**src/sv/sbm_pkg.sv**
```systemverilog
// Shared types and constants of the session bandwidth monitor.
`timescale 1ns / 1ps
`default_nettype none

package sbm_pkg;

  // Table size and the widths that follow from it.
  localparam int unsigned NumSessions = 16;
  localparam int unsigned IdxW = (NumSessions > 1) ? $clog2(NumSessions) : 1;
  localparam int unsigned CntW = ($clog2(NumSessions + 1) > 5) ? $clog2(NumSessions + 1) : 5;

  // Quotient bits produced by the divider, one per cycle.
  localparam int unsigned DivBits = 64;
  localparam int unsigned DivCntW = $clog2(DivBits);

  typedef enum logic [1:0] {
    OpRecord = 2'd0,
    OpRate   = 2'd1,
    OpReset  = 2'd2,
    OpClear  = 2'd3
  } op_e;

  typedef struct packed {
    op_e         operation;
    logic [15:0] session_key;
    logic [31:0] byte_count;
    logic [63:0] now_ms;
  } in_req_t;

  typedef struct packed {
    logic        status;
    logic [63:0] rate_in;
    logic [63:0] total_in;
    logic [4:0]  session_count;
  } out_req_t;

  // Controller to datapath.
  typedef struct packed {
    logic load_in;
    logic win_reset;
    logic clear_all;
    logic scan_start;
    logic scan_step;
    logic alloc;
    logic set_full;
    logic mem_read;
    logic update;
    logic mul;
    logic div_step;
    logic load_out;
  } ctrl_cmd_t;

  // Datapath to controller.
  typedef struct packed {
    op_e  op;
    logic scan_end;
    logic hit;
    logic full;
    logic dt_zero;
    logic div_last;
  } dp_status_t;

endpackage

`default_nettype wire

```
**src/sv/sbm_ctrl.sv**
```systemverilog
// Controller state machine of the session bandwidth monitor.
`timescale 1ns / 1ps
`default_nettype none

module sbm_ctrl import sbm_pkg::*; (
  input  wire logic       clk_i,
  input  wire logic       rst_ni,
  input  wire logic       in_valid_i,
  output logic            in_ready_o,
  output logic            out_valid_o,
  input  wire logic       out_ready_i,
  input  wire dp_status_t sts_i,
  output ctrl_cmd_t       cmd_o
);

  typedef enum logic [7:0] {
    StIdle     = 8'b0000_0001,
    StDispatch = 8'b0000_0010,
    StSearch   = 8'b0000_0100,
    StRead     = 8'b0000_1000,
    StUpdate   = 8'b0001_0000,
    StMul      = 8'b0010_0000,
    StDiv      = 8'b0100_0000,
    StFinish   = 8'b1000_0000
  } state_e;

  state_e state_q, state_d;
  logic   out_valid_q, out_valid_d;

  always_comb begin
    state_d     = state_q;
    cmd_o       = '0;
    out_valid_d = out_valid_q;
    if (out_valid_q && out_ready_i) begin
      out_valid_d = 1'b0;
    end
    unique case (state_q)
      StIdle: begin
        if (in_valid_i) begin
          cmd_o.load_in = 1'b1;
          state_d       = StDispatch;
        end
      end
      StDispatch: begin
        unique case (sts_i.op)
          OpReset: begin
            cmd_o.win_reset = 1'b1;
            state_d         = StFinish;
          end
          OpClear: begin
            cmd_o.clear_all = 1'b1;
            state_d         = StFinish;
          end
          default: begin
            cmd_o.scan_start = 1'b1;
            state_d          = StSearch;
          end
        endcase
      end
      StSearch: begin
        // The end of the used slots is checked first: entries past it hold stale keys.
        if (sts_i.scan_end) begin
          if (sts_i.full) begin
            cmd_o.set_full = 1'b1;
            state_d        = StFinish;
          end else begin
            cmd_o.alloc = 1'b1;
            state_d     = StRead;
          end
        end else if (sts_i.hit) begin
          state_d = StRead;
        end else begin
          cmd_o.scan_step = 1'b1;
        end
      end
      StRead: begin
        cmd_o.mem_read = 1'b1;
        state_d        = (sts_i.op == OpRecord) ? StUpdate : StMul;
      end
      StUpdate: begin
        cmd_o.update = 1'b1;
        state_d      = StFinish;
      end
      StMul: begin
        cmd_o.mul = 1'b1;
        state_d   = sts_i.dt_zero ? StFinish : StDiv;
      end
      StDiv: begin
        cmd_o.div_step = 1'b1;
        if (sts_i.div_last) begin
          state_d = StFinish;
        end
      end
      StFinish: begin
        if (!out_valid_q || out_ready_i) begin
          cmd_o.load_out = 1'b1;
          out_valid_d    = 1'b1;
          state_d        = StIdle;
        end
      end
      default: begin
        state_d = StIdle;
      end
    endcase
  end

  always_ff @(posedge clk_i or negedge rst_ni) begin
    if (!rst_ni) begin
      state_q     <= StIdle;
      out_valid_q <= 1'b0;
    end else begin
      state_q     <= state_d;
      out_valid_q <= out_valid_d;
    end
  end

  assign in_ready_o  = (state_q == StIdle);
  assign out_valid_o = out_valid_q;

endmodule

`default_nettype wire

```
**src/sv/sbm_dpath.sv**
```systemverilog
// Datapath of the session bandwidth monitor: key table, window counters and divider.
`timescale 1ns / 1ps
`default_nettype none

module sbm_dpath import sbm_pkg::*; (
  input  wire logic      clk_i,
  input  wire logic      rst_ni,
  input  wire in_req_t   in_req_i,
  input  wire ctrl_cmd_t cmd_i,
  output dp_status_t     sts_o,
  output out_req_t       out_req_o
);

  // Table and running totals.
  logic [15:0]      key_mem [NumSessions];
  logic [63:0]      win_mem [NumSessions];
  logic [NumSessions-1:0] win_valid_q;
  logic [CntW-1:0]  used_q;
  logic [63:0]      window_start_q;
  logic [63:0]      running_total_q;

  // Latched request and working registers.
  in_req_t          req_q;
  logic [CntW-1:0]  scan_q;
  logic             full_q;
  logic [63:0]      rd_data_q;
  logic             rd_valid_q;
  logic [63:0]      divisor_q;
  logic [63:0]      rem_q;
  logic [63:0]      quo_q;
  logic [DivCntW-1:0] div_cnt_q;
  out_req_t         out_q;

  logic [IdxW-1:0]  slot;
  logic [63:0]      win_val;
  logic [63:0]      product;
  logic [63:0]      dt;
  logic [64:0]      rem_sh;
  logic [64:0]      rem_diff;
  logic             ge;

  assign slot    = scan_q[IdxW-1:0];
  // A window counter cleared by a window reset reads as zero until it is written again.
  assign win_val = rd_valid_q ? rd_data_q : 64'd0;
  // Multiply by 1000 as 1024 - 16 - 8.
  assign product = (win_val << 10) - (win_val << 4) - (win_val << 3);
  assign dt      = req_q.now_ms - window_start_q;

  assign rem_sh   = {rem_q, quo_q[63]};
  assign rem_diff = rem_sh - {1'b0, divisor_q};
  assign ge       = !rem_diff[64];

  assign sts_o.op       = req_q.operation;
  assign sts_o.scan_end = (scan_q == used_q);
  assign sts_o.hit      = (key_mem[slot] == req_q.session_key);
  assign sts_o.full     = (used_q >= CntW'(NumSessions));
  assign sts_o.dt_zero  = (dt == 64'd0);
  assign sts_o.div_last = (div_cnt_q == DivCntW'(DivBits - 1));

  assign out_req_o = out_q;

  always_ff @(posedge clk_i or negedge rst_ni) begin
    if (!rst_ni) begin
      win_valid_q     <= '0;
      used_q          <= '0;
      window_start_q  <= '0;
      running_total_q <= '0;
    end else begin
      if (cmd_i.win_reset) begin
        win_valid_q    <= '0;
        window_start_q <= req_q.now_ms;
      end
      if (cmd_i.clear_all) begin
        win_valid_q     <= '0;
        used_q          <= '0;
        window_start_q  <= req_q.now_ms;
        running_total_q <= '0;
      end
      if (cmd_i.alloc) begin
        win_valid_q[slot] <= 1'b0;
        used_q            <= used_q + CntW'(1);
      end
      if (cmd_i.update) begin
        win_valid_q[slot] <= 1'b1;
        running_total_q   <= running_total_q + {32'd0, req_q.byte_count};
      end
    end
  end

  always_ff @(posedge clk_i) begin
    if (cmd_i.load_in) begin
      req_q  <= in_req_i;
      full_q <= 1'b0;
      quo_q  <= '0;
    end
    if (cmd_i.scan_start) begin
      scan_q <= '0;
    end
    if (cmd_i.scan_step) begin
      scan_q <= scan_q + CntW'(1);
    end
    if (cmd_i.alloc) begin
      key_mem[slot] <= req_q.session_key;
    end
    if (cmd_i.set_full) begin
      full_q <= 1'b1;
    end
    if (cmd_i.mem_read) begin
      rd_data_q  <= win_mem[slot];
      rd_valid_q <= win_valid_q[slot];
    end
    if (cmd_i.update) begin
      win_mem[slot] <= win_val + {32'd0, req_q.byte_count};
    end
    if (cmd_i.mul) begin
      quo_q     <= sts_o.dt_zero ? 64'd0 : product;
      divisor_q <= dt;
      rem_q     <= '0;
      div_cnt_q <= '0;
    end
    if (cmd_i.div_step) begin
      rem_q     <= ge ? rem_diff[63:0] : rem_sh[63:0];
      quo_q     <= {quo_q[62:0], ge};
      div_cnt_q <= div_cnt_q + DivCntW'(1);
    end
    if (cmd_i.load_out) begin
      out_q.status        <= full_q;
      out_q.rate_in       <= quo_q;
      out_q.total_in      <= running_total_q;
      out_q.session_count <= used_q[4:0];
    end
  end

endmodule

`default_nettype wire

```
**src/sv/session_bandwidth_monitor_unit.sv**
```systemverilog
// Top level of the session bandwidth monitor: controller plus datapath.
// Each item is accepted and decoded. A window reset or clear ends there; a record or rate
// query searches the keys one slot per cycle. A record reads and updates its slot; a rate
// query reads it, multiplies by 1000 and, unless no time passed, runs the one-bit-per-cycle
// restoring divider. Items run one at a time; results are registered; a new request is taken
// while the previous result waits. Asynchronous active-low reset empties the table and totals.
`timescale 1ns / 1ps
`default_nettype none

module session_bandwidth_monitor_unit import sbm_pkg::*; (
  input  wire logic     clk_i,
  input  wire logic     rst_ni,
  input  wire logic     in_valid_i,
  output logic          in_ready_o,
  input  wire in_req_t  in_req_i,
  output logic          out_valid_o,
  input  wire logic     out_ready_i,
  output out_req_t      out_req_o
);

  ctrl_cmd_t  cmd;
  dp_status_t sts;

  sbm_ctrl u_ctrl (
    .clk_i       (clk_i),
    .rst_ni      (rst_ni),
    .in_valid_i  (in_valid_i),
    .in_ready_o  (in_ready_o),
    .out_valid_o (out_valid_o),
    .out_ready_i (out_ready_i),
    .sts_i       (sts),
    .cmd_o       (cmd)
  );

  sbm_dpath u_dpath (
    .clk_i     (clk_i),
    .rst_ni    (rst_ni),
    .in_req_i  (in_req_i),
    .cmd_i     (cmd),
    .sts_o     (sts),
    .out_req_o (out_req_o)
  );

endmodule

`default_nettype wire
```
**config.mk**
```make
export PLATFORM = sky130hd
export DESIGN_NAME = session_bandwidth_monitor_unit
export DESIGN_NICKNAME = d
export VERILOG_FILES = /design/src/sv/sbm_pkg.sv /design/src/sv/sbm_ctrl.sv /design/src/sv/sbm_dpath.sv /design/src/sv/session_bandwidth_monitor_unit.sv
export SDC_FILE = /design/constraint.sdc
export NUM_CORES = 2
export LEC_CHECK = 0
export BUFFER_PORTS_ARGS = -buffer_cell sky130_fd_sc_hd__clkbuf_2
export CAP_MARGIN = 20
export CORE_UTILIZATION = 39
export DETAILED_ROUTE_END_ITERATION = 6
export SLEW_MARGIN = 5
export SYNTH_ARGS = -nofsm -noshare
export SYNTH_HDL_FRONTEND = slang
export SYNTH_HIERARCHICAL = 1
export SYNTH_SLANG_ARGS = --single-unit
export TNS_END_PERCENT = 1
```
**constraint.sdc**
```tcl
create_clock -name clk_i -period 13.7 [get_ports clk_i]
set_input_delay 0.685 -clock clk_i [delete_from_list [all_inputs] [get_ports clk_i]]
set_output_delay 0.685 -clock clk_i [all_outputs]
set_load 0.01 [all_outputs]
```
==> out/results.ini <==
[setup_path]
path_max_fanout=66
reg2regPathDepth=19
endpoint=u_dpath/win_mem[15][58]$_DFFE_PP_
timing.critical_path.from=u_dpath/rd_valid_q$_DFFE_PP_
end_kind=register
worstSetupPathType=register to register
startpoint_type=register
reg2reg_from=u_dpath/rd_valid_q$_DFFE_PP_
arrival_ns=7.69
worstPathRequired_ns=14.20
regToRegEndpoint=u_dpath/win_mem[15][58]$_DFFE_PP_
ff2ff_setup_slack_ns=6.51

[finish]
mostFrequentLayoutCell=edfxtp_1
area_delta_synth_final_pct=14.3
nFillCells=19470
finalInstanceArea_sq_mm=0.100
fin_nets=6549
most-common-layout-cells=1745 x edfxtp_1, 390 x mux4_2, 318 x nand2_1
drive_gt1_share_pct=19.0
multiInputGateArea_sq_mm=0.0297
seqCellArea_sq_mm=0.0565
instances_no_fill=9231

[clock_tree]
cts_setup_buffers=0
cts.sink_count=1908
clkLatencyLatePin_ns=0.88
ctsResizeCount=0
cts_root_buf=clkbuf_16
cts_made_buffers=196
cts_tree=built
clk_path_buf_depth=3
clk_pin_slew_ns=0.06
htreeDepth=4

[global_route]
grt_first_pass_wirelength_microns=342000
antenna_found_initial=7
grt_max_degree=139
grt_usage_pct=20.0
grt-ovfl-total=0
first_global_vias=51769

[floorplan]
die_w_microns=477
ios=254
dieHeight_microns=477
die_area_sq_mm=0.227
placement_rows=173
start_util_pct=39.4
core_sq_mm=0.223

[min_path]
hp-start=in_req_i[10]
hold_class=input pin to register

[sta]
fin_skew_ns=0.0804
setup_viol=0
relSlewSlack_pct=23.5
worst_pin_slew_ns=1.14
fin_crit_sh_pct=52.5
max_freq_ghz=0.139
final_max_slew_viol_count=0
hold_violations=0
tns_ns=0
fin_ws_ns=6.51
rsz0062_at_grt=false
period_needed_ns=7.19

[detailed_routing]
drt_iter0_markers=4457
first_pass_iters=5
post_drt_wl_per_cell_microns=24.9
wl_microns=230000
drcViolationCount=0
drtAntennaViolNets=0
vias_per_cell=5.54
num_vias=51130

[synth]
syn_area_sq_mm=0.0879
synth_nets=6120
synthFlopType=edfxtp_1
ys_ff_latch=1908
synth_cell_type_count=90
synthArstFlopShare_pct=8.28
synth_cells=5653
synth_top_area_cell=edfxtp_1
synth_edf_count=1745
yosysSeqAreaShare_pct=64.2
synth_top_area_share_pct=59.6
avgSynthCellArea_sq_um=15.5
synth_area_leaders=edfxtp_1 60%, mux4_2 10%, dfrtp_1 4.5%, ha_1 4.2%, xnor2_1 2.0%
yosysWarnings=6

[place]
dp.cells=8746
place_congestion=0.889
dp_slack_ns=6.70
placed_area_sq_mm=0.0930
portBuffers=253
dp_hpwl_microns=147000

[power_and_ir_drop]
p_total_w=0.0165
p_leak_nw=36.0
power_density_mw_per_mm2=164
vdd_drop_max_mv=0.126

[flow_run]
drv_cap=0

[status]
outcome=complete, no violations

[sequential cells by signal (all words and copies together) (netlist names), named ones only]
signal                   flops
u_dpath/rd_valid_q           1
u_dpath/req_q              112
u_dpath/window_start_q      64
u_dpath/scan_q               5
u_dpath/win_mem            976
u_dpath/rd_data_q           61
u_dpath/rem_q               64
u_dpath/div_cnt_q            6
u_dpath/running_total_q     64
u_dpath/divisor_q           64
u_dpath/out_req_o          134
u_dpath/key_mem            256
u_dpath/full_q               1
u_dpath/quo_q               64
u_dpath/used_q               5
u_dpath/sts_o                2
u_ctrl/state_q               8
u_dpath/win_valid_q         16
u_ctrl/out_valid_o           1
[synth_stat cells, types with 7 or more instances]
library cell and n:
nor3_1 52, xor2_1 92, o21bai_1 53, a31oi_1 26, or2_2 9, o21ai_0 177
a21o_1 158, a221oi_1 7, nand3_1 91, o31ai_1 33, o22ai_1 24, nand2_1 318
a21oi_1 289, dfrtp_1 157, inv_1 271, mux2_2 65, mux2i_1 63, nor2_1 209
and3_1 34, buf_2 10, and2_1 34, a22o_1 100, clkbuf_1 191, nor2b_1 94
or3_1 12, o211ai_1 24, xnor2_1 201, nor4_1 14, a41oi_1 10, buf_1 38
fa_1 57, mux4_2 390, or4_1 10, a211oi_1 21, a211o_1 11, edfxtp_1 1745
nand2b_1 28, nand4_1 76, o21a_1 32, ha_1 292, o21ai_1 7
[power breakdown]
group          internal [W]  total (W)  switching (W)
clock               0.00295    0.00527        0.00232
sequential          0.00701    0.00736       0.000349
combinational       0.00154    0.00385        0.00230
[worst min path at each step]
| stage | to | cells past startpoint |
|---|---|---|
| 3_5_place_dp | u_dpath/out_req_o[132]$_DFFE_PP_ | 0 |
| 3_3_place_gp | u_dpath/out_req_o[70]$_DFFE_PP_ | 0 |
| 6_report | u_dpath/req_q[10]$_DFFE_PP_ | 1 |
| 5_1_grt | u_dpath/req_q[52]$_DFFE_PP_ | 1 |
| 2_1_floorplan | u_ctrl/out_valid_o$_DFF_PN0_ | 0 |
| 4_1_cts | u_dpath/req_q[105]$_DFFE_PP_ | 1 |
[what timing repair did]
action | CTS | global route
hold buffers | 81 | 0
setup endpoints to repair | 0 | 0
endpoints found under the hold margin | 131 | 0
[per-stage QoR]
step / hold WS [ns] / util (%)
after floorplan: 0.389 / -
after global placement: 0.436 / 41.6
after detailed placement: 0.437 / 41.7
after CTS: 0.000533 / 44.9
after global routing: 0.0168 / 45.0
final: 0.0479 / 45.0
[cells by family (layout without fill, tap and decap cells)]
family                   after synthesis  after routing  share of synthesized area [%]
AO/OA/AOI/OAI                       1049           1049                           7.89
XOR/XNOR                             293            293                           2.92
adder cells (fa/ha/maj)              349            349                           5.46
buffers and inverters                513           1113                           2.22
flip-flops                          1908           1908                           64.2
multiplexers                         518            518                           11.5
other                                  0              3                              0
AND/OR/NAND/NOR                     1023           1023                           5.74
[worst max-delay path, stage by stage, from the launching register on]
cell      delay, ns
edfxtp_1       0.32
buf_4          0.59
nand2_1        0.35
inv_1          0.21
ha_1           0.20
inv_1          0.06
fa_1           0.42
nor2b_1        0.13
o21a_1         0.13
o21ai_0        0.14
a211o_1        0.31
nand3_1        0.10
a21oi_1        0.08
or3_1          0.53
o21a_1         0.29
o21ai_0        0.49
nand3_1        0.50
nor3_1         0.77
nand2_1        0.15
xnor2_1        0.85
[metal layers]
layer  global-route usage (%)  vias to the layer above  part of all wire [%]
met5                        0                        -                 0.012
met3                     2.60                      292                   4.7
met4                     4.92                        4                   2.3
met2                     34.0                     1427                    50
li1                         -                    22914                     -
met1                     27.2                    26493                    43
[cell type report]
class,count,area share (%)
Antenna cell,3,0.00747
Clock buffer,255,5.20
Clock inverter,114,1.16
Inverter,271,1.01
Multi-Input combinational cell,3232,29.6
Sequential cell,1908,56.2
Tap cell,2975,3.70
Timing Repair Buffer,473,3.17
No activity file was read; power rests on OpenSTA's default activity.
